`config.mk`:
```
export PLATFORM = sky130hd
export DESIGN_NAME = ipv4_tcp_source_rewrite_checksum_top
export DESIGN_NICKNAME = d
export VERILOG_FILES = /design/src/rtl/itsrc_pkg.sv /design/src/rtl/itsrc_accum.sv /design/src/rtl/itsrc_finish.sv /design/src/rtl/ipv4_tcp_source_rewrite_checksum_top.sv
export SDC_FILE = /design/constraint.sdc
export NUM_CORES = 1
export LEC_CHECK = 0
export BUFFER_PORTS_ARGS = -buffer_cell sky130_fd_sc_hd__buf_2
export CAP_MARGIN = 20
export CORE_MARGIN = 2
export CORE_UTILIZATION = 50
export CTS_CLUSTER_DIAMETER = 120
export CTS_CLUSTER_SIZE = 30
export DETAILED_ROUTE_END_ITERATION = 7
export PLACE_DENSITY = 0.78
export SYNTH_ARGS = -nofsm -noshare
export SYNTH_HDL_FRONTEND = slang
export SYNTH_SLANG_ARGS = --single-unit
```
`constraint.sdc`:
```
create_clock -name clk -period 8.2 [get_ports clk]
set_clock_uncertainty 0.05 [all_clocks]
set_input_delay 0.41 -clock clk [delete_from_list [all_inputs] [get_ports clk]]
set_output_delay 0.41 -clock clk [all_outputs]
set_load 0.02 [all_outputs]
```
`src/rtl/itsrc_pkg.sv`:
```
// Shared types, constants and checksum helpers for the IPv4/TCP source-rewrite
// checksum block. No dependencies.
package itsrc_pkg;

  localparam int unsigned MAX_PACKET_BYTES_DEF = 65535;
  localparam logic [7:0]  PROTO_TCP            = 8'd6;
  localparam logic [15:0] MIN_PACKET_BYTES     = 16'd40;
  localparam logic [6:0]  IP_MIN_HDR_BYTES     = 7'd20;
  localparam int unsigned CFG_IDX_W            = 2;

  typedef enum logic [CFG_IDX_W-1:0] {
    REG_NEW_SRC_ADDR  = 2'd0,
    REG_NEW_SRC_PORT  = 2'd1,
    REG_ADDR_REPL_EN  = 2'd2,
    REG_PORT_REPL_EN  = 2'd3
  } cfg_reg_t;

  typedef struct packed {
    logic [7:0] data_byte;
    logic       last_byte;
  } in_t;

  typedef struct packed {
    logic        length_ok;
    logic [15:0] ip_checksum;
    logic [15:0] tcp_checksum;
    logic [15:0] received_bytes;
  } out_t;

  typedef struct packed {
    logic [31:0] new_source_address;
    logic [15:0] new_source_port;
    logic        replace_address_enable;
    logic        replace_port_enable;
  } cfg_t;

  // End-of-packet record handed from the byte accumulator to the finisher.
  typedef struct packed {
    logic [15:0] count;
    logic [3:0]  ihl;
    logic [3:0]  doff;
    logic [15:0] total_length;
    logic [15:0] ip_sum;
    logic [15:0] tcp_sum;
  } fin_t;

  // Ones'-complement add with end-around carry.
  function automatic logic [15:0] oc_add(input logic [15:0] a, input logic [15:0] b);
    logic [16:0] t;
    t = {1'b0, a} + {1'b0, b};
    oc_add = t[15:0] + {15'd0, t[16]};
  endfunction

  // Even offsets are the high byte of a 16-bit word.
  function automatic logic [15:0] place_byte(input logic odd, input logic [7:0] b);
    place_byte = odd ? {8'd0, b} : {b, 8'd0};
  endfunction

  // Header length in bytes; nibbles below five count as a 20-byte header.
  function automatic logic [5:0] eff_len(input logic [3:0] words);
    eff_len = (words < 4'd5) ? 6'd20 : {words, 2'b00};
  endfunction

endpackage

```
`src/rtl/itsrc_accum.sv`:
```
// Per-byte accumulator: offset, header lengths, total length, both running sums.
// Emits one end-of-packet record per last byte. Depends on itsrc_pkg.
module itsrc_accum #(
  parameter int unsigned MAX_PACKET_BYTES = itsrc_pkg::MAX_PACKET_BYTES_DEF
) (
  input  logic             clk,
  input  logic             rst_n,
  input  itsrc_pkg::cfg_t  cfg,
  input  logic             in_valid,
  output logic             in_stall,
  input  itsrc_pkg::in_t   in_data,
  output logic             fin_valid,
  output itsrc_pkg::fin_t  fin_data,
  input  logic             fin_pop
);

  localparam logic [15:0] MAX_OFF      = 16'(MAX_PACKET_BYTES);
  localparam logic [15:0] OFF_VER_IHL  = 16'd0;
  localparam logic [15:0] OFF_TLEN_HI  = 16'd2;
  localparam logic [15:0] OFF_TLEN_LO  = 16'd3;
  localparam logic [15:0] OFF_IPCS_HI  = 16'd10;
  localparam logic [15:0] OFF_IPCS_LO  = 16'd11;
  localparam logic [15:0] OFF_SRC_LO   = 16'd12;
  localparam logic [15:0] OFF_SRC_HI   = 16'd15;
  localparam logic [15:0] OFF_DST_HI   = 16'd19;
  localparam logic [15:0] SEG_SPORT_HI = 16'd0;
  localparam logic [15:0] SEG_SPORT_LO = 16'd1;
  localparam logic [15:0] SEG_DOFF     = 16'd12;
  localparam logic [15:0] SEG_CS_HI    = 16'd16;
  localparam logic [15:0] SEG_CS_LO    = 16'd17;

  logic [15:0] byte_offset_r, byte_offset_nxt;
  logic [3:0]  ihl_r, ihl_nxt;
  logic [3:0]  doff_r, doff_nxt;
  logic [15:0] tlen_r, tlen_nxt;
  logic [15:0] ip_sum_r, ip_sum_nxt;
  logic [15:0] tcp_sum_r, tcp_sum_nxt;
  logic        fin_valid_r, fin_valid_nxt;
  itsrc_pkg::fin_t fin_r, fin_nxt;

  logic        take, active;
  logic [7:0]  b, vb, tv, addr_byte;
  logic [3:0]  ihl_n, doff_n;
  logic [15:0] tlen_n, ip_sum_n, tcp_sum_n;
  logic [15:0] ip_len, seg_off, tcp_end;
  logic [6:0]  tcp_hdr;
  logic        in_seg, in_pseudo;
  logic [3:0]  ihl_u, doff_u;
  logic [15:0] tlen_u, ip_sum_u, tcp_sum_u, count_u;

  assign take     = in_valid && !in_stall;
  assign in_stall = fin_valid_r && !fin_pop;
  assign active   = byte_offset_r < MAX_OFF;
  assign b        = in_data.data_byte;

  always_comb begin
    case (byte_offset_r[1:0])
      2'd0:    addr_byte = cfg.new_source_address[31:24];
      2'd1:    addr_byte = cfg.new_source_address[23:16];
      2'd2:    addr_byte = cfg.new_source_address[15:8];
      default: addr_byte = cfg.new_source_address[7:0];
    endcase
  end

  always_comb begin
    ihl_n  = (byte_offset_r == OFF_VER_IHL) ? b[3:0] : ihl_r;
    tlen_n = tlen_r;
    if (byte_offset_r == OFF_TLEN_HI) tlen_n = {b, tlen_r[7:0]};
    if (byte_offset_r == OFF_TLEN_LO) tlen_n = {tlen_r[15:8], b};
    ip_len = {10'd0, itsrc_pkg::eff_len(ihl_n)};

    // IPv4 header byte with checksum zeroed and source address rewritten if enabled.
    vb = b;
    if (byte_offset_r == OFF_IPCS_HI || byte_offset_r == OFF_IPCS_LO) vb = 8'd0;
    if (byte_offset_r >= OFF_SRC_LO && byte_offset_r <= OFF_SRC_HI &&
        cfg.replace_address_enable) vb = addr_byte;
    ip_sum_n = (byte_offset_r < ip_len) ?
               itsrc_pkg::oc_add(ip_sum_r, itsrc_pkg::place_byte(byte_offset_r[0], vb)) :
               ip_sum_r;

    // TCP segment byte.
    in_seg  = byte_offset_r >= ip_len;
    seg_off = byte_offset_r - ip_len;
    doff_n  = (in_seg && seg_off == SEG_DOFF) ? b[7:4] : doff_r;
    tcp_hdr = {1'b0, ip_len[5:0]} + {1'b0, itsrc_pkg::eff_len(doff_n)};
    tcp_end = (tlen_n > {9'd0, tcp_hdr}) ? tlen_n : {9'd0, tcp_hdr};
    tv = b;
    if (seg_off == SEG_SPORT_HI && cfg.replace_port_enable) tv = cfg.new_source_port[15:8];
    if (seg_off == SEG_SPORT_LO && cfg.replace_port_enable) tv = cfg.new_source_port[7:0];
    if (seg_off == SEG_CS_HI || seg_off == SEG_CS_LO) tv = 8'd0;

    // Pseudo-header addresses and segment bytes never overlap (segment >= 20).
    in_pseudo = byte_offset_r >= OFF_SRC_LO && byte_offset_r <= OFF_DST_HI;
    if (in_pseudo)
      tcp_sum_n = itsrc_pkg::oc_add(tcp_sum_r, itsrc_pkg::place_byte(byte_offset_r[0], vb));
    else if (in_seg && byte_offset_r < tcp_end)
      tcp_sum_n = itsrc_pkg::oc_add(tcp_sum_r, itsrc_pkg::place_byte(byte_offset_r[0], tv));
    else
      tcp_sum_n = tcp_sum_r;
  end

  // Saturated offset: byte is ignored, state holds.
  always_comb begin
    ihl_u     = active ? ihl_n     : ihl_r;
    doff_u    = active ? doff_n    : doff_r;
    tlen_u    = active ? tlen_n    : tlen_r;
    ip_sum_u  = active ? ip_sum_n  : ip_sum_r;
    tcp_sum_u = active ? tcp_sum_n : tcp_sum_r;
    count_u   = active ? byte_offset_r + 16'd1 : byte_offset_r;
  end

  always_comb begin
    byte_offset_nxt = byte_offset_r;
    ihl_nxt         = ihl_r;
    doff_nxt        = doff_r;
    tlen_nxt        = tlen_r;
    ip_sum_nxt      = ip_sum_r;
    tcp_sum_nxt     = tcp_sum_r;
    fin_valid_nxt   = fin_valid_r && !fin_pop;
    fin_nxt         = fin_r;
    if (take) begin
      if (in_data.last_byte) begin
        byte_offset_nxt      = '0;
        ihl_nxt              = '0;
        doff_nxt             = '0;
        tlen_nxt             = '0;
        ip_sum_nxt           = '0;
        tcp_sum_nxt          = '0;
        fin_valid_nxt        = 1'b1;
        fin_nxt.count        = count_u;
        fin_nxt.ihl          = ihl_u;
        fin_nxt.doff         = doff_u;
        fin_nxt.total_length = tlen_u;
        fin_nxt.ip_sum       = ip_sum_u;
        fin_nxt.tcp_sum      = tcp_sum_u;
      end else begin
        byte_offset_nxt = count_u;
        ihl_nxt         = ihl_u;
        doff_nxt        = doff_u;
        tlen_nxt        = tlen_u;
        ip_sum_nxt      = ip_sum_u;
        tcp_sum_nxt     = tcp_sum_u;
      end
    end
  end

  always_ff @(posedge clk) begin
    if (!rst_n) begin
      byte_offset_r <= '0;
      ihl_r         <= '0;
      doff_r        <= '0;
      tlen_r        <= '0;
      ip_sum_r      <= '0;
      tcp_sum_r     <= '0;
      fin_valid_r   <= 1'b0;
    end else begin
      byte_offset_r <= byte_offset_nxt;
      ihl_r         <= ihl_nxt;
      doff_r        <= doff_nxt;
      tlen_r        <= tlen_nxt;
      ip_sum_r      <= ip_sum_nxt;
      tcp_sum_r     <= tcp_sum_nxt;
      fin_valid_r   <= fin_valid_nxt;
    end
  end

  always_ff @(posedge clk) begin
    fin_r <= fin_nxt;
  end

  assign fin_valid = fin_valid_r;
  assign fin_data  = fin_r;

`ifndef SYNTH
  a_offset_bound: assert property (@(posedge clk) disable iff (!rst_n)
    byte_offset_r <= MAX_OFF)
    else $error("byte offset past saturation limit");

  a_last_clears: assert property (@(posedge clk) disable iff (!rst_n)
    (take && in_data.last_byte) |=> (fin_valid_r && byte_offset_r == '0 &&
                                     ip_sum_r == '0 && tcp_sum_r == '0))
    else $error("last byte did not close the packet");
`endif

endmodule

```
`src/rtl/itsrc_finish.sv`:
```
// End-of-packet finisher: length checks, pseudo-header fold, output register.
// Depends on itsrc_pkg.
module itsrc_finish (
  input  logic             clk,
  input  logic             rst_n,
  input  logic             fin_valid,
  input  itsrc_pkg::fin_t  fin_data,
  output logic             fin_pop,
  output logic             out_valid,
  input  logic             out_stall,
  output itsrc_pkg::out_t  out_data
);

  logic            out_valid_r, out_valid_nxt;
  itsrc_pkg::out_t out_data_r, out_data_nxt;
  logic            out_load, ok;
  logic [5:0]      ihl4, doff4;
  logic [15:0]     plen, tsum0, tsum;

  assign out_load = !out_valid_r || !out_stall;
  assign fin_pop  = fin_valid && out_load;

  always_comb begin
    ihl4 = {fin_data.ihl, 2'b00};
    doff4 = {fin_data.doff, 2'b00};
    ok = 1'b1;
    if (fin_data.count < itsrc_pkg::MIN_PACKET_BYTES) ok = 1'b0;
    if ({9'd0, {1'b0, ihl4} + itsrc_pkg::IP_MIN_HDR_BYTES} > fin_data.count) ok = 1'b0;
    if (fin_data.total_length > fin_data.count) ok = 1'b0;
    if (fin_data.total_length < {9'd0, {1'b0, ihl4} + {1'b0, doff4}}) ok = 1'b0;

    plen  = fin_data.total_length - {10'd0, itsrc_pkg::eff_len(fin_data.ihl)};
    tsum0 = itsrc_pkg::oc_add(fin_data.tcp_sum, {8'd0, itsrc_pkg::PROTO_TCP});
    tsum  = itsrc_pkg::oc_add(tsum0, plen);

    out_data_nxt.length_ok      = ok;
    out_data_nxt.ip_checksum    = ~fin_data.ip_sum;
    out_data_nxt.tcp_checksum   = ~tsum;
    out_data_nxt.received_bytes = fin_data.count;
  end

  assign out_valid_nxt = out_load ? fin_valid : out_valid_r;

  always_ff @(posedge clk) begin
    if (!rst_n) begin
      out_valid_r <= 1'b0;
    end else begin
      out_valid_r <= out_valid_nxt;
    end
  end

  always_ff @(posedge clk) begin
    if (fin_pop) begin
      out_data_r <= out_data_nxt;
    end
  end

  assign out_valid = out_valid_r;
  assign out_data  = out_data_r;

`ifndef SYNTH
  a_pop_fills: assert property (@(posedge clk) disable iff (!rst_n)
    fin_pop |=> out_valid_r)
    else $error("record popped but no result presented");

  a_ok_min_len: assert property (@(posedge clk) disable iff (!rst_n)
    (out_valid_r && out_data_r.length_ok) |->
      (out_data_r.received_bytes >= itsrc_pkg::MIN_PACKET_BYTES))
    else $error("length_ok set on a runt packet");
`endif

endmodule

```
`src/rtl/ipv4_tcp_source_rewrite_checksum_top.sv`:
```
// Top level of the IPv4/TCP source-rewrite checksum block: config registers,
// byte accumulator and finisher. Depends on itsrc_pkg, itsrc_accum, itsrc_finish.
//
// Usage:
//  - Input channel (in_valid / in_stall / in_data): one packet byte per request,
//    starting at IPv4 header byte zero; last_byte marks the final byte.
//  - Output channel (out_valid / out_stall / out_data): one request per packet,
//    carrying length_ok, the new IPv4 and TCP checksums and the byte count.
//  - Config port (cfg_we / cfg_index / cfg_wdata): write-only registers for the
//    replacement source address/port and their enables; write only while idle.
//  - Throughput: one byte per cycle, sustained while in_stall is low, back to back
//    across packets. Each byte costs one end-around-carry add per running sum.
//  - Result path: after the last byte is taken, the result is registered in the
//    accumulator record register, then in the output register.
//  - Output stall: the finished record and the output register each hold one
//    result; in_stall rises only while both are full and out_stall is high.
//  - Reset (rst_n low, synchronous): clears config, per-packet state and both
//    valid flags. No clearing pass; the block accepts bytes right after reset.
//  - Byte counter saturates at MAX_PACKET_BYTES; later bytes are ignored except
//    that a last mark still closes the packet.
module ipv4_tcp_source_rewrite_checksum_top #(
  parameter int unsigned MAX_PACKET_BYTES = itsrc_pkg::MAX_PACKET_BYTES_DEF
) (
  input  logic                             clk,
  input  logic                             rst_n,
  input  logic                             cfg_we,
  input  logic [itsrc_pkg::CFG_IDX_W-1:0]  cfg_index,
  input  logic [31:0]                      cfg_wdata,
  input  logic                             in_valid,
  output logic                             in_stall,
  input  itsrc_pkg::in_t                   in_data,
  output logic                             out_valid,
  input  logic                             out_stall,
  output itsrc_pkg::out_t                  out_data
);

  itsrc_pkg::cfg_t cfg_r, cfg_nxt;
  itsrc_pkg::fin_t fin_data;
  logic            fin_valid, fin_pop;

  // Register write decode.
  always_comb begin
    cfg_nxt = cfg_r;
    if (cfg_we) begin
      unique case (itsrc_pkg::cfg_reg_t'(cfg_index))
        itsrc_pkg::REG_NEW_SRC_ADDR: cfg_nxt.new_source_address     = cfg_wdata;
        itsrc_pkg::REG_NEW_SRC_PORT: cfg_nxt.new_source_port        = cfg_wdata[15:0];
        itsrc_pkg::REG_ADDR_REPL_EN: cfg_nxt.replace_address_enable = cfg_wdata[0];
        itsrc_pkg::REG_PORT_REPL_EN: cfg_nxt.replace_port_enable    = cfg_wdata[0];
        default:                     cfg_nxt = cfg_r;
      endcase
    end
  end

  always_ff @(posedge clk) begin
    if (!rst_n) begin
      cfg_r <= '0;
    end else begin
      cfg_r <= cfg_nxt;
    end
  end

  itsrc_accum #(
    .MAX_PACKET_BYTES (MAX_PACKET_BYTES)
  ) u_accum (
    .clk       (clk),
    .rst_n     (rst_n),
    .cfg       (cfg_r),
    .in_valid  (in_valid),
    .in_stall  (in_stall),
    .in_data   (in_data),
    .fin_valid (fin_valid),
    .fin_data  (fin_data),
    .fin_pop   (fin_pop)
  );

  itsrc_finish u_finish (
    .clk       (clk),
    .rst_n     (rst_n),
    .fin_valid (fin_valid),
    .fin_data  (fin_data),
    .fin_pop   (fin_pop),
    .out_valid (out_valid),
    .out_stall (out_stall),
    .out_data  (out_data)
  );

`ifndef SYNTH
  a_stall_only_when_full: assert property (@(posedge clk) disable iff (!rst_n)
    in_stall |-> (out_valid && out_stall && fin_valid))
    else $error("input stalled with room downstream");
`endif

endmodule
```
==> metrics.txt, run 1 <==
area share of the leading cell type in the synthesized netlist=between 20% and 30%; port bufs=98; Max Clk Rate=116 MHz; most common cell in the netlist=nand2_1; CP arrival=about 9 ns; Crit Path Max Fanout=8; adder-cell area share of the yosys netlist=11.4%; relative slew slack=27.3%; Syn Nets=~2100; Hold Path Class=in2reg; final setup fails=32; Worst Max-Slew Pin Slew=1.09 ns; Nets=approximately 2300; status=finished, violations left; CTS tree=done; drt first pass iters=6; Seq cells post-synth=245; FFs w/ async S/R, synth=0%; Root Buffer=clkbuf_16; Synth Area in Simple Gates=18.9%; Peak VDD IR=around 0.14 mV; clk slew on worst S/H paths=between 0.1 and 0.15 ns; TritonCTS buffer count=12; Row Count=67; met1 WL=20600 um; register area share after synthesis=35.9%; failing checks=setup timing; CP endpoint kind=flip-flop; layout cells sized above 1=between 10% and 20%; critical path launch point type=flip-flop; DIE AREA=35600 um2; slack of the critical path=-0.451 ns; Synth Area in XOR/XNOR=around 7.5%; vias in the first global route=roughly 14000; global-route wire length before repair=74500 um; final slew viol count=0; Fin. Hold Viols=0; Clock Sinks=245; Core Area=between 30000 and 40000 um2; routed wire length=47300 um; post-synthesis mux area share=3.02%; Pwr Density=about 140 nW/um2; Worst path max stage delay=0.48 ns; antenna violations before repair=1; R2R setup slack=-0.45 ns; Post-synth EDFFs=121; GRT Total Usage=between 20% and 30%; main combinational cell family by area after synthesis=compound AO/OA/AOI/OAI gates; Mapped Area=between 15000 and 20000 um2; Avg WL per Cell=18.9 um; IO Count=99; DIE HEIGHT=189 um; post-layout util=between 50% and 60%; RSZ-0062 raised after global routing=yes; Top Metal Used=met4; Compound-Gate Fraction of Synth Area=about 19%; Vias=about 15000; drt drc=0; pin count of the biggest net entering global routing=73; Critical Path RT=roughly 8.5 ns; routability cong.=0.955; starting density of the core=50.9%; drt initial violations=1442; critical path's slowest cell=or4b_4; DR vias/cell=approximately 6.0; Die W=189 um; Primary FF master, synth=dfxtp_1; WS Path Type=reg2reg; area grow syn2layout=15.0%; most area-hungry cell type in the Yosys netlist=edfxtp_1; post-layout power=2650 uW; YS warnings=0; met2 wire length=about 21000 um; Synth Instances=1891; Static Leak=0.00819 uW; clk buf depth=3; hpwl dp=between 30000 and 40000 um; # hold bufs at CTS=0; DRT antenna net count=0; crit share post-route=105%; Tmin final=8.65 ns; max cap viols=0; GRT Residual Overflow=0; clock latency on the worst-skew pair=0.51 ns; Avg Cell Area, Syn=9.02 um2; synth cell count leaders=nand2_1, ha_1, nor2_1; Netlist cell types=90; dominant cells by area after synthesis=edfxtp_1, dfxtp_1, ha_1, nand2_1, xnor2_1; met3 WL=approximately 3900 um; CP dominant cell by count=a21o_1; H-tree depth=1
worst paths after layout:
path,start,end,depth (start not counted)
max,u_accum.byte_offset_r[13],u_accum.tcp_sum_r[0],43
min reg2reg,cfg_r[49],cfg_r[49],2
min,cfg_wdata[18],cfg_r[36],3
max reg2reg,u_accum.byte_offset_r[13],u_accum.tcp_sum_r[0],43
final cells by class:
| cell class | instances | area [um2] |
|---|---|---|
| diodes | 1 | 2.50 |
| clock buffers | 17 | 340 |
| clock inverters | 3 | 28.8 |
| fillers | 2861 | 13900 |
| inverters | 99 | 372 |
| multi-input cells | 1473 | 10700 |
| flip-flops and latches | 245 | 6120 |
| well taps | 448 | 561 |
| repair buffers | 221 | 1490 |
per-layer routing:
metal | global-route usage (%) | vias up
met3 | 3.35 | 129
met5 | 0 | -
met2 | 41.7 | 705
li1 | - | 7179
met4 | 7.93 | 0
met1 | 36.5 | 6965
cell families (layout without fill, tap and decap cells):
family | after synthesis | after routing
mux | 49 | 49
xor+xnor | 145 | 145
compound gates | 476 | 476
fa+ha+maj | 151 | 151
simple gates | 652 | 652
other cells | 0 | 1
buf+inv | 173 | 340
flops | 245 | 245
sequential cells by signal, indices dropped and copies added, names as in the netlist, 4 cells and up:
register,count
cfg_r,50
u_accum.byte_offset_r,16
u_accum.doff_r,4
u_accum.fin_data,72
u_accum.ihl_r,4
u_accum.ip_sum_r,16
u_accum.tcp_sum_r,16
u_accum.tlen_r,16
u_finish.out_data,49
power breakdown:
part	switching (uW)	internal, uW	leakage [uW]
sequential	28.3	1330	0.00214
combinational	338	245	0.00587
clock	404	303	0.000180
layout by cell type, fill, tap and decap left out, types with 11 or more instances in the layout:
master | netlist | layout
nand3_1 | 49 | 46
a22oi_1 | 30 | 30
edfxtp_1 | 121 | 121
xor2_1 | 68 | 68
o21a_1 | 27 | 27
a22o_1 | 16 | 16
or3_1 | 13 | 13
a21boi_0 | 55 | 54
xnor2_1 | 76 | 74
o22ai_1 | 16 | 13
o21ai_0 | 95 | 90
ha_1 | 143 | 138
a32o_1 | 12 | 12
nor3_1 | 34 | 34
nor2_1 | 130 | 122
mux2_2 | 12 | 11
a21oi_2 | 1 | 11
a21oi_1 | 77 | 66
a21o_1 | 32 | 32
nand4_1 | 25 | 25
dfxtp_1 | 124 | 121
inv_1 | 99 | 96
nor2b_1 | 49 | 49
buf_4 | 2 | 113
buf_2 | 8 | 98
nand2b_1 | 17 | 17
and3_1 | 20 | 19
mux2i_1 | 29 | 22
clkbuf_16 | 0 | 13
nand2_1 | 219 | 214
and2_1 | 44 | 43
per-stage QoR:
stage | TNS, ns | std cells | instance area [um2] | setup slack [ns] | hold WS (ns)
floorplan | -0.174 | 1891 | 17200 | -0.0609 | 0.376
global placement | -4.63 | 2447 | 18600 | -0.211 | 0.400
detailed placement | -12.90 | 2447 | 18600 | -0.531 | 0.409
CTS | -2.95 | 2492 | 19300 | -0.151 | 0.0930
global route | -22.41 | 2506 | 19600 | -0.824 | 0.0993
finish | -9.39 | 2507 | 19600 | -0.451 | 0.102
repair_timing:
item / in CTS / in global routing
endpoints found under the setup margin: 32 / 32
cloned: 0 / 0
resized for setup: 33 / 37
pin swaps: 39 / 43
buffers inserted: 25 / 14
worst max-delay path: cells and delay by family (launching register included):
| kind | cells | cell delay (ns) |
|---|---|---|
| simple gates | 12 | 2.15 |
| buf+inv | 6 | 0.88 |
| compound gates | 17 | 3.02 |
| mux | 2 | 0.29 |
| flops | 1 | 0.36 |
| xor+xnor | 1 | 0.17 |
| fa+ha+maj | 5 | 1.58 |
No activity file was read; power rests on OpenSTA's default activity.
==> run 2, diff against run 1 <==
--- a/config.mk
+++ b/config.mk
@@ -12,6 +12,7 @@
 export CTS_CLUSTER_DIAMETER = 120
 export CTS_CLUSTER_SIZE = 30
 export DETAILED_ROUTE_END_ITERATION = 7
+export MAX_ROUTING_LAYER = met4
 export PLACE_DENSITY = 0.78
 export SYNTH_ARGS = -nofsm -noshare
 export SYNTH_HDL_FRONTEND = slang
==> run 2 against run 1 <==
The run still ends with setup timing left. Register-to-register slack got worse by 0.25 ns. Non-clock buffer count grew 34. Fmax decreased by 2.8%. Clock power increased by 2%. Total power rose by 0.16%. Global-route usage is 1.3 points higher. First-iteration DRC count rose by 7.0%. Critical path depth grew 13. Hold slack gained 0.0092 ns. Utilization increased by 0.81 points. Critical path type unchanged. Critical endpoint is now u_accum.fin_data[50]. Largest cell class unchanged.
==> metrics.txt, run 2 (same netlist as run 1, synthesis figures left out) <==
post-layout util=59.3%; post-route cell area=19900 um2; pin count of the biggest net entering global routing=74; max reg flops=around 70; antenna violations before repair=3; crit share post-route=109%; drt initial violations=1543; CP endpoint kind=flip-flop; Fin. Hold Viols=0; drt first pass iters=7; CP arrival=9.12 ns; Max Clk Rate=approximately 110 MHz; placed instance count=2446; area grow syn2layout=16.6%; Crit Path Max Fanout=5; most common cell after layout, fill and taps aside=nand2_1; Vias=15200; r2r endpoint=u_accum.fin_data[50]; slack of the critical path=-0.698 ns; clk slew on worst S/H paths=0.14 ns; max cap viols=0; vias in the first global route=14200; RSZ-0062 raised after global routing=yes; clock latency on the worst-skew pair=0.51 ns; Critical Path RT=8.42 ns; TritonCTS buffer count=12; met3 WL=3740 um; Static Leak=0.00835 uW; DIE AREA=35600 um2; CP delay by family, top=buffers and inverters; Row Count=67; most frequent cells in the layout=nand2_1, buf_4, ha_1; clk buf depth=3; Clock Sinks=245; Hold Path Depth=3; status=finished, violations left; relative slew slack=9.91%; Worst Max-Slew Pin Slew=1.35 ns; GRT Residual Overflow=0; H-tree depth=1; IO Count=99; Tmin final=8.90 ns; port bufs=98; hpwl dp=around 36000 um; met1 WL=21700 um; DIE HEIGHT=around 190 um; CP dominant cell by count=buf_4; Hold Path End=cfg_r[44]; critical path's slowest cell=dfxtp_2; routability cong.=0.977; drt drc=0; final slew viol count=0; routed wire length=between 40000 and 50000 um; met2 wire length=21900 um; GRT Total Usage=27.2%; fin cells=2544; WS Path Type=reg2reg; critical path launch point type=flip-flop; Worst R2R Start=u_accum.byte_offset_r[13]; Avg WL per Cell=19.3 um; hold_sp=cfg_wdata[26]; layout cells sized above 1=18.5%; Nets=~2300; CTS tree=done; Peak VDD IR=0.145 mV; DRT antenna net count=0; area post-placement=between 15000 and 20000 um2; Root Buffer=clkbuf_16; Pwr Density=around 130 nW/um2; failing checks=setup timing; final setup fails=33; R2R setup slack=-0.70 ns; Worst Reg2Reg Path Length in Cells=56; starting density of the core=50.9%; Buf/Inv on CP=41; Core Area=roughly 34000 um2; Placement Setup Slack=-0.455 ns; Die W=between 150 and 200 um; Worst path max stage delay=0.36 ns; Top Metal Used=met4; global-route wire length before repair=75700 um; Hold Path Class=in2reg; DR vias/cell=approximately 6
[run 2: stage by stage]
stage / hold WS (ns) / total power (uW) / setup TNS, ns
final: 0.111 / 2650 / -17.65
after global routing: 0.104 / 2740 / -27.41
after CTS: 0.101 / 2620 / -0.194
after detailed placement: 0.385 / 1910 / -10.56
after global placement: 0.387 / 1890 / -4.83
after floorplan: 0.376 / 1750 / -0.174
[run 2: layer usage]
metal	GRT usage, %	up-vias
li1	-	7238
met1	37.3	7221
met2	42.3	652
met3	2.81	132
met4	9.04	0
met5	-	-
[run 2: area by class of cell]
type                    instances  area [um2]
diodes                          3        7.51
clock buffers                  18         344
clock inverters                 2        27.5
fillers                      2856       13600
inverters                      99         372
multi-input cells            1474       10800
flip-flops and latches        245        6120
well taps                     448         561
repair buffers                255        1700
[run 2: worst reg2reg max path: cells and delay by family (launching register included)]
kind | cells | cell delay (ns)
buffers and inverters | 41 | 5.08
muxes | 2 | 0.50
and+or+nand+nor | 5 | 1.07
DFF | 1 | 0.36
AOI/OAI and AO/OA | 6 | 1.07
adders and majority gates | 2 | 0.56
[run 2: worst max-delay path by stage]
| stage | slack [ns] | cells after the start | from | to |
|---|---|---|---|---|
| 5_1_grt | -0.93 | 45 | u_accum.byte_offset_r[13] | u_accum.tcp_sum_r[3] |
| 3_5_place_dp | -0.46 | 41 | u_accum.byte_offset_r[13] | u_accum.fin_data[10] |
| 2_1_floorplan | -0.06 | 45 | u_accum.byte_offset_r[13] | u_accum.fin_data[11] |
| 3_3_place_gp | -0.25 | 43 | u_accum.byte_offset_r[13] | u_accum.tcp_sum_r[1] |
| 4_1_cts | -0.11 | 56 | u_accum.byte_offset_r[10] | u_accum.fin_data[50] |
| 6_report | -0.70 | 56 | u_accum.byte_offset_r[13] | u_accum.fin_data[50] |
[run 2: power by group]
part / internal [uW] / switching, uW / total [uW]
Combinational: 233 / 338 / 571
Sequential: 1330 / 28.2 / 1360
Clock: 306 / 417 / 723
Total: 1870 / 784 / 2650
[run 2: what timing repair did]
action,4_1_cts,5_1_grt
hold buffers,0,0
setup buffers,59,16
hold endpoints to repair,0,0
gates cloned,1,0
pin swaps,21,23
endpoints found under the setup margin,32,33
gates resized for setup,43,38
==> run 3, diff against run 2 <==
--- a/config.mk
+++ b/config.mk
@@ -9,6 +9,7 @@
 export CAP_MARGIN = 20
 export CORE_MARGIN = 2
 export CORE_UTILIZATION = 50
+export CTS_BUF_LIST = sky130_fd_sc_hd__clkbuf_16
 export CTS_CLUSTER_DIAMETER = 120
 export CTS_CLUSTER_SIZE = 30
 export DETAILED_ROUTE_END_ITERATION = 7
==> run 3 against run 2 <==
The flow still finishes with violations (setup timing). Combinational power about the same. Wire length about the same. Hold slack about the same. Sequential cell count unchanged. Clock power down 2%. Critical path type unchanged.
==> metrics.txt, run 3 (same netlist as run 1, synthesis figures left out) <==
DIE AREA=35600 um2; max cap viols=0; Hold Path Depth=3; Nets=approximately 2300; crit share post-route=109%; Core Area=33500 um2; max reg flops=just over 70; port bufs=between 90 and 100; Worst R2R Start=u_accum.byte_offset_r[13]; Root Buffer=clkbuf_16; CP endpoint kind=flip-flop; Worst path max stage delay=0.36 ns; critical path launch point type=flip-flop; Avg WL per Cell=19.3 um; CP delay by family, top=buffers and inverters; Row Count=67; Hold Path Class=in2reg; IO Count=99; Max Clk Rate=112 MHz; clock latency on the worst-skew pair=between 0.5 and 0.6 ns; DIE HEIGHT=189 um; Tmin final=8.90 ns; TritonCTS buffer count=12; Peak VDD IR=between 0.1 and 0.15 mV; Int Pwr=1860 uW; Die W=around 190 um; Logic pwr share=21.6%; most frequent cells in the layout=nand2_1, buf_4, ha_1; final slew viol count=0; routability cong.=0.977; final setup fails=33; DR vias/cell=5.99; pin count of the biggest net entering global routing=74; Psw=approximately 780 uW; DRT antenna net count=0; failing checks=setup timing; drt first pass iters=6; Static Leak=0.00837 uW; met2 Use GR=42.3%; Critical Path RT=~8.4 ns; M3 GR Usage=roughly 2.8%; Pwr Density=about 130 nW/um2; drt initial violations=roughly 1500; CTS tree=done; area post-placement=between 15000 and 20000 um2; most common cell after layout, fill and taps aside=nand2_1; placed instance count=2446; Clock power frac=26.9%; WHS=0.111 ns; Hold Path End=cfg_r[44]; sequential share of power=51.5%; hold_sp=cfg_wdata[26]; routed wire length=49200 um; Fin. Hold Viols=0; R2R setup slack=-0.70 ns; critical path's slowest cell=dfxtp_2; WS Path Type=reg2reg; antenna violations before repair=3; starting density of the core=about half; relative slew slack=11.4%; clk buf depth=3; Crit Path Max Fanout=5; H-tree depth=1; Worst Max-Slew Pin Slew=1.33 ns; area grow syn2layout=16.6%; r2r endpoint=u_accum.fin_data[50]; Net Sw Frac=approximately 30%; CP dominant cell by count=buf_4; Clock Sinks=245; RSZ-0062 raised after global routing=yes; fill count=2856; GRT Total Usage=a little over a quarter; hpwl dp=35900 um; Worst Reg2Reg Path Length in Cells=56; CP arrival=9.12 ns; met1 GRT Util=roughly 37%; post-layout power=2640 uW; layout cells sized above 1=18.5%; GRT busiest layer=met2; Vias=15200; clk slew on worst S/H paths=0.13 ns; fin cells=about 2500; Buf/Inv on CP=41; slack of the critical path=-0.703 ns; status=finished, violations left; post-route cell area=19900 um2; global-route wire length before repair=75700 um; vias in the first global route=around 14000; drt drc=0; GRT Residual Overflow=0
run 3: cell count changes in the layout (fill, tap and decap cells not counted):
cell      before  now
clkbuf_1       5    0
inv_1         95  100
diode_2        3    2
run 3: area by class of cell:
cell class,instances,area (um2),share of cell area (%)
multi-input cells,1474,10800,54.1
inverters,99,372,1.87
flip-flops and latches,245,6120,30.8
clock buffers,13,325,1.64
clock inverters,7,46.3,0.233
well taps,448,561,2.82
diodes,2,5.00,0.0252
repair buffers,255,1700,8.56
run 3: power groups by stage:
stage               Clock (uW)  Sequential [uW]  Combinational (uW)
global route               751             1360                 619
detailed placement           0             1390                 522
finish                     710             1360                 571
CTS                        716             1360                 540
global placement             0             1390                 508
floorplan                    0             1390                 357
run 3: worst max path at each step:
stage	end	depth (start not counted)	startpoint	slack (ns)
5_1_grt	u_accum.tcp_sum_r[3]	45	u_accum.byte_offset_r[13]	-0.93
3_5_place_dp	u_accum.fin_data[10]	41	u_accum.byte_offset_r[13]	-0.46
4_1_cts	u_accum.fin_data[50]	56	u_accum.byte_offset_r[10]	-0.11
6_report	u_accum.fin_data[50]	56	u_accum.byte_offset_r[13]	-0.70
3_3_place_gp	u_accum.tcp_sum_r[1]	43	u_accum.byte_offset_r[13]	-0.25
2_1_floorplan	u_accum.fin_data[11]	45	u_accum.byte_offset_r[13]	-0.06
run 3: worst register-to-register path, delay by kind of cell, from the launching register on:
kind,cells,cell delay [ns]
adders and majority gates,2,0.56
AOI/OAI and AO/OA,6,1.06
buffers and inverters,41,5.07
muxes,2,0.51
and+or+nand+nor,5,1.06
DFF,1,0.36
run 3: routing by layer:
layer  routed length [um]  part of all wire [%]  vias to the layer above
li1                     -                     -                     7250
met1                21600                    44                     7147
met2                21800                    44                      708
met3                 3860                   7.8                      137
met4                 1890                   3.8                        0
met5                    0                     0                        -
run 3: through the flow:
step	setup WS (ns)	setup TNS (ns)	utilization (%)
4_1_cts	-0.110	-0.196	58.5
2_1_floorplan	-0.0609	-0.174	-
6_report	-0.703	-17.77	59.3
3_3_place_gp	-0.248	-4.83	55.4
3_5_place_dp	-0.455	-10.56	55.4
5_1_grt	-0.932	-27.42	59.3
run 3: repair_timing:
item	CTS	global route
setup endpoints to repair	32	33
gates resized for setup	43	38
hold buffers	0	0
pin swaps	21	23
buffers inserted	59	16
gates cloned	1	0
